`src/rtl/psl_pkg.sv`:
```
package psl_pkg;

  localparam int ValueWidth  = 64;
  localparam int CountWidth  = 7;
  localparam int PosWidth    = 8;

  typedef enum logic [1:0] {
    MODE_INSERT = 2'd0,
    MODE_GET    = 2'd1,
    MODE_DELETE = 2'd2,
    MODE_NONE   = 2'd3
  } mode_t;

  typedef enum logic [1:0] {
    ST_OK    = 2'd0,
    ST_ZERO  = 2'd1,
    ST_FULL  = 2'd2,
    ST_RANGE = 2'd3
  } status_t;

  // Broadcast to every cell of the chain.
  typedef struct packed {
    logic shift_up;
    logic shift_down;
  } cell_cmd_t;

endpackage

```
`src/rtl/psl_cell.sv`:
```
module psl_cell #(
  parameter int INDEX = 0,
  parameter int PW    = 8
) (
  input  logic                                clk,
  input  psl_pkg::cell_cmd_t                  cmd,
  input  logic [PW-1:0]                       pos,
  input  logic [psl_pkg::ValueWidth-1:0]      entry_value,
  input  logic [psl_pkg::ValueWidth-1:0]      left_value,
  input  logic [psl_pkg::ValueWidth-1:0]      right_value,
  input  logic [psl_pkg::ValueWidth-1:0]      rd_in,
  output logic [psl_pkg::ValueWidth-1:0]      value,
  output logic [psl_pkg::ValueWidth-1:0]      rd_out
);

  localparam logic [PW-1:0] Idx = PW'(INDEX);

  logic hit;
  assign hit = (Idx == pos);

  always_ff @(posedge clk) begin
    if (cmd.shift_up) begin
      if (Idx > pos) begin
        value <= left_value;
      end else if (hit) begin
        value <= entry_value;
      end
    end else if (cmd.shift_down) begin
      if (Idx >= pos) begin
        value <= right_value;
      end
    end
    // read word walks up the chain; the addressed cell drops its value in
    rd_out <= hit ? value : rd_in;
  end

endmodule

```
`config.mk`:
```
export PLATFORM = sky130hd
export DESIGN_NAME = psl_cell
export DESIGN_NICKNAME = d
export VERILOG_FILES = /design/src/rtl/psl_pkg.sv /design/src/rtl/psl_cell.sv
export SDC_FILE = /design/constraint.sdc
export NUM_CORES = 1
export LEC_CHECK = 0
export BUFFER_PORTS_ARGS = -buffer_cell sky130_fd_sc_hd__buf_4
export CAP_MARGIN = 30
export CORE_AREA = 4 4 152 154
export CTS_CLUSTER_DIAMETER = 100
export DETAILED_ROUTE_END_ITERATION = 8
export DIE_AREA = 0 0 156 158
export GPL_TIMING_DRIVEN = 1
export PLACE_DENSITY = 0.54
export SLEW_MARGIN = 20
export SYNTH_ARGS = -nofsm -noshare
export SYNTH_HDL_FRONTEND = slang
export SYNTH_SLANG_ARGS = --single-unit
```
`constraint.sdc`:
```
create_clock -name clk -period 6.9 [get_ports clk]
set_input_delay 0.345 -clock clk [delete_from_list [all_inputs] [get_ports clk]]
set_output_delay 0.345 -clock clk [all_outputs]
set_load 0.1 [all_outputs]
```
==> results_dict.tcl <==
set metrics [dict create \
    cts_tree "built" \
    drive_above_1_share 0.786 \
    clock_latency_ns 0.41 \
    final_design_area_no_fill_um2 8330 \
    gp_congestion 0.807 \
    synth-simple-area-share 0.00479 \
    cts_setup_buffers 0 \
    synth_top_family_by_area "multiplexers" \
    max_stage_delay_ns 0.71 \
    grt_max_degree 66 \
    hold_viol 0 \
    worst_slew_pin_slew_ns 0.915 \
    ys_seq_area_frac 0.646 \
    grt_antenna_before_repair 0 \
    nFillCells 2085 \
    wire_per_inst_um 17.1 \
    crit_slowest_cell "buf_4" \
    root_buffer "clkbuf_16" \
    critical_path.most_common_cell "buf_4" \
    min_path_type "input port to flip-flop" \
    period_share 0.341 \
    areaGrowthSynthToFinish_pct 68.0 \
    finClkSkew_ns 0.0111 \
    core_area_um2 21700 \
    layout_commonest_cell "buf_4" \
    io-pin-count 395 \
    ant_nets 0 \
    yosysUniqueCellTypes 10 \
    syn_inst 275 \
    vias_per_cell 4.03 \
    syn-cell-area_um2 4960 \
    power_density_nw_per_um2 254 \
    std_cell_rows 54 \
    grt_pass1_wl_um 22100 \
    fin_crit_ns 2.35 \
    synth_area_leader_cell "edfxtp_1" \
    vias 3651 \
    setup-tns-final_ns 0 \
    die_area_um2 24600 \
    initial_core_util 0.229 \
    synthMuxAreaShare 0.328 \
    drt_pass1_iterations 4 \
    cp-start-kind "input port" \
    cts_made_buffers 17 \
    vdd_ir_drop_max_mv 0.133 \
    cts_resized 0 \
    synth-compound-area-share 0 \
    htree_levels 4 \
    clkTransAtPathRegs_ns 0.07 \
    netlist.area_leader.share 0.388 \
    placed_cells 873 \
    drv_cap 0 \
    synth_fa_ha_area_frac 0 \
    worstPathMaxFanout 64 \
    fin_cells 905 \
    status "finished clean" \
    cts.sinks 128 \
    cts_hold_buf 0 \
    rsz0062_at_grt "false" \
    yosys_warnings 0 \
    drc 0 \
    cp_data_arrival_time_ns 2.38 \
    dp_hpwl_um 11800 \
    cp_cell_sequence "buf_4, nor4_1, nand2_4, nor2_4, buf_4" \
    cpLargestDelayFamily "simple AND/OR/NAND/NOR gates" \
    synth_xor_area_frac 0 \
    first_global_vias 4012 \
    worstPathRequired_ns 6.93 \
    max_freq_mhz 425 \
    syn_nets 542 \
    fin_util 0.384 \
    path_buf_inv 2 \
    layout_common_cells "buf_4, mux2_2, dfxtp_1, edfxtp_1, mux2_4" \
    num_antenna_cells 0 \
    leakagePower_uw 0.00381 \
    finalSetupViolCount 0 \
    grt-ovfl-total 0 \
    netlist_top_cells_area "edfxtp_1, dfxtp_1, mux2_2, mux2_4, buf_6" \
    final-max-slew-violation-count 0 \
    syn_area_per_cell_um2 18.0 \
    wl_um 15500 \
    io_buffers 330 \
    crit_type "input port to flip-flop" \
    die_x_um 156 \
    grtUsageTotal 0.118 \
    final_nets 879 \
    ys_ff_latch 128 \
    die_h_um 158 \
    maxSlewHeadroom 0.390 \
    clock_path_buffers 2 \
    endpoint_kind "flip-flop" \
    drt_iter0_markers 130 \
    postPlaceCellArea_um2 7710 \
]
[area by class of cell]
type,count,area (µm²),area share
Clock buffer,20,458,0.0550
Timing Repair Buffer,332,2490,0.299
Multi-Input combinational cell,133,1660,0.200
Tap cell,280,350,0.0421
Clock inverter,12,160,0.0192
Sequential cell,128,3200,0.385
[power breakdown]
part           switching, µW  internal [µW]
sequential              6.27            822
combinational            205            146
clock                    342            592
total                    554           1560
[per-layer routing]
layer	global-route usage	part of all wire	wire length, µm	vias to the layer above
met5	0	0	0	-
li1	-	-	-	1700
met4	0.0388	0.012	190	0
met2	0.218	0.55	8510	172
met3	0.0522	0.092	1420	12
met1	0.118	0.35	5360	1767
[path summary, 6_finish.rpt]
| path | startpoint | to | slack (ns) | depth (start not counted) |
|---|---|---|---|---|
| setup reg to reg | value[34] | rd_out[34] | 6.09 | 1 |
| setup / recovery | pos[7] | value[34] | 4.55 | 5 |
| hold reg to reg | value[52] | rd_out[52] | 0.50 | 1 |
| hold / removal | rd_in[9] | rd_out[9] | 0.16 | 2 |
[state kept, by name, indices dropped and copies added (netlist names)]
| signal | count |
|---|---|
| rd_out | 64 |
| value | 64 |
[cells in the mapped netlist]
cell type,number
nor2_1,2
buf_2,7
dfxtp_1,64
buf_6,6
clkbuf_1,1
nor4_1,2
mux2_2,79
edfxtp_1,64
nand2_1,1
mux2_4,49
[per-stage QoR]
stage / hold WS, ns / power, µW / setup WS, ns
finish: 0.159 / 2110 / 4.55
global route: 0.129 / 2190 / 4.44
CTS: 0.130 / 2150 / 4.53
detailed placement: 0.490 / 1200 / 4.07
global placement: 0.486 / 1200 / 4.14
floorplan: 0.488 / 1060 / 2.71
[cell families after synthesis]
family | after synthesis
buffers and inverters | 14
AND/OR/NAND/NOR | 5
flip-flops | 128
multiplexers | 128
No activity file was read; power rests on OpenSTA's default activity.
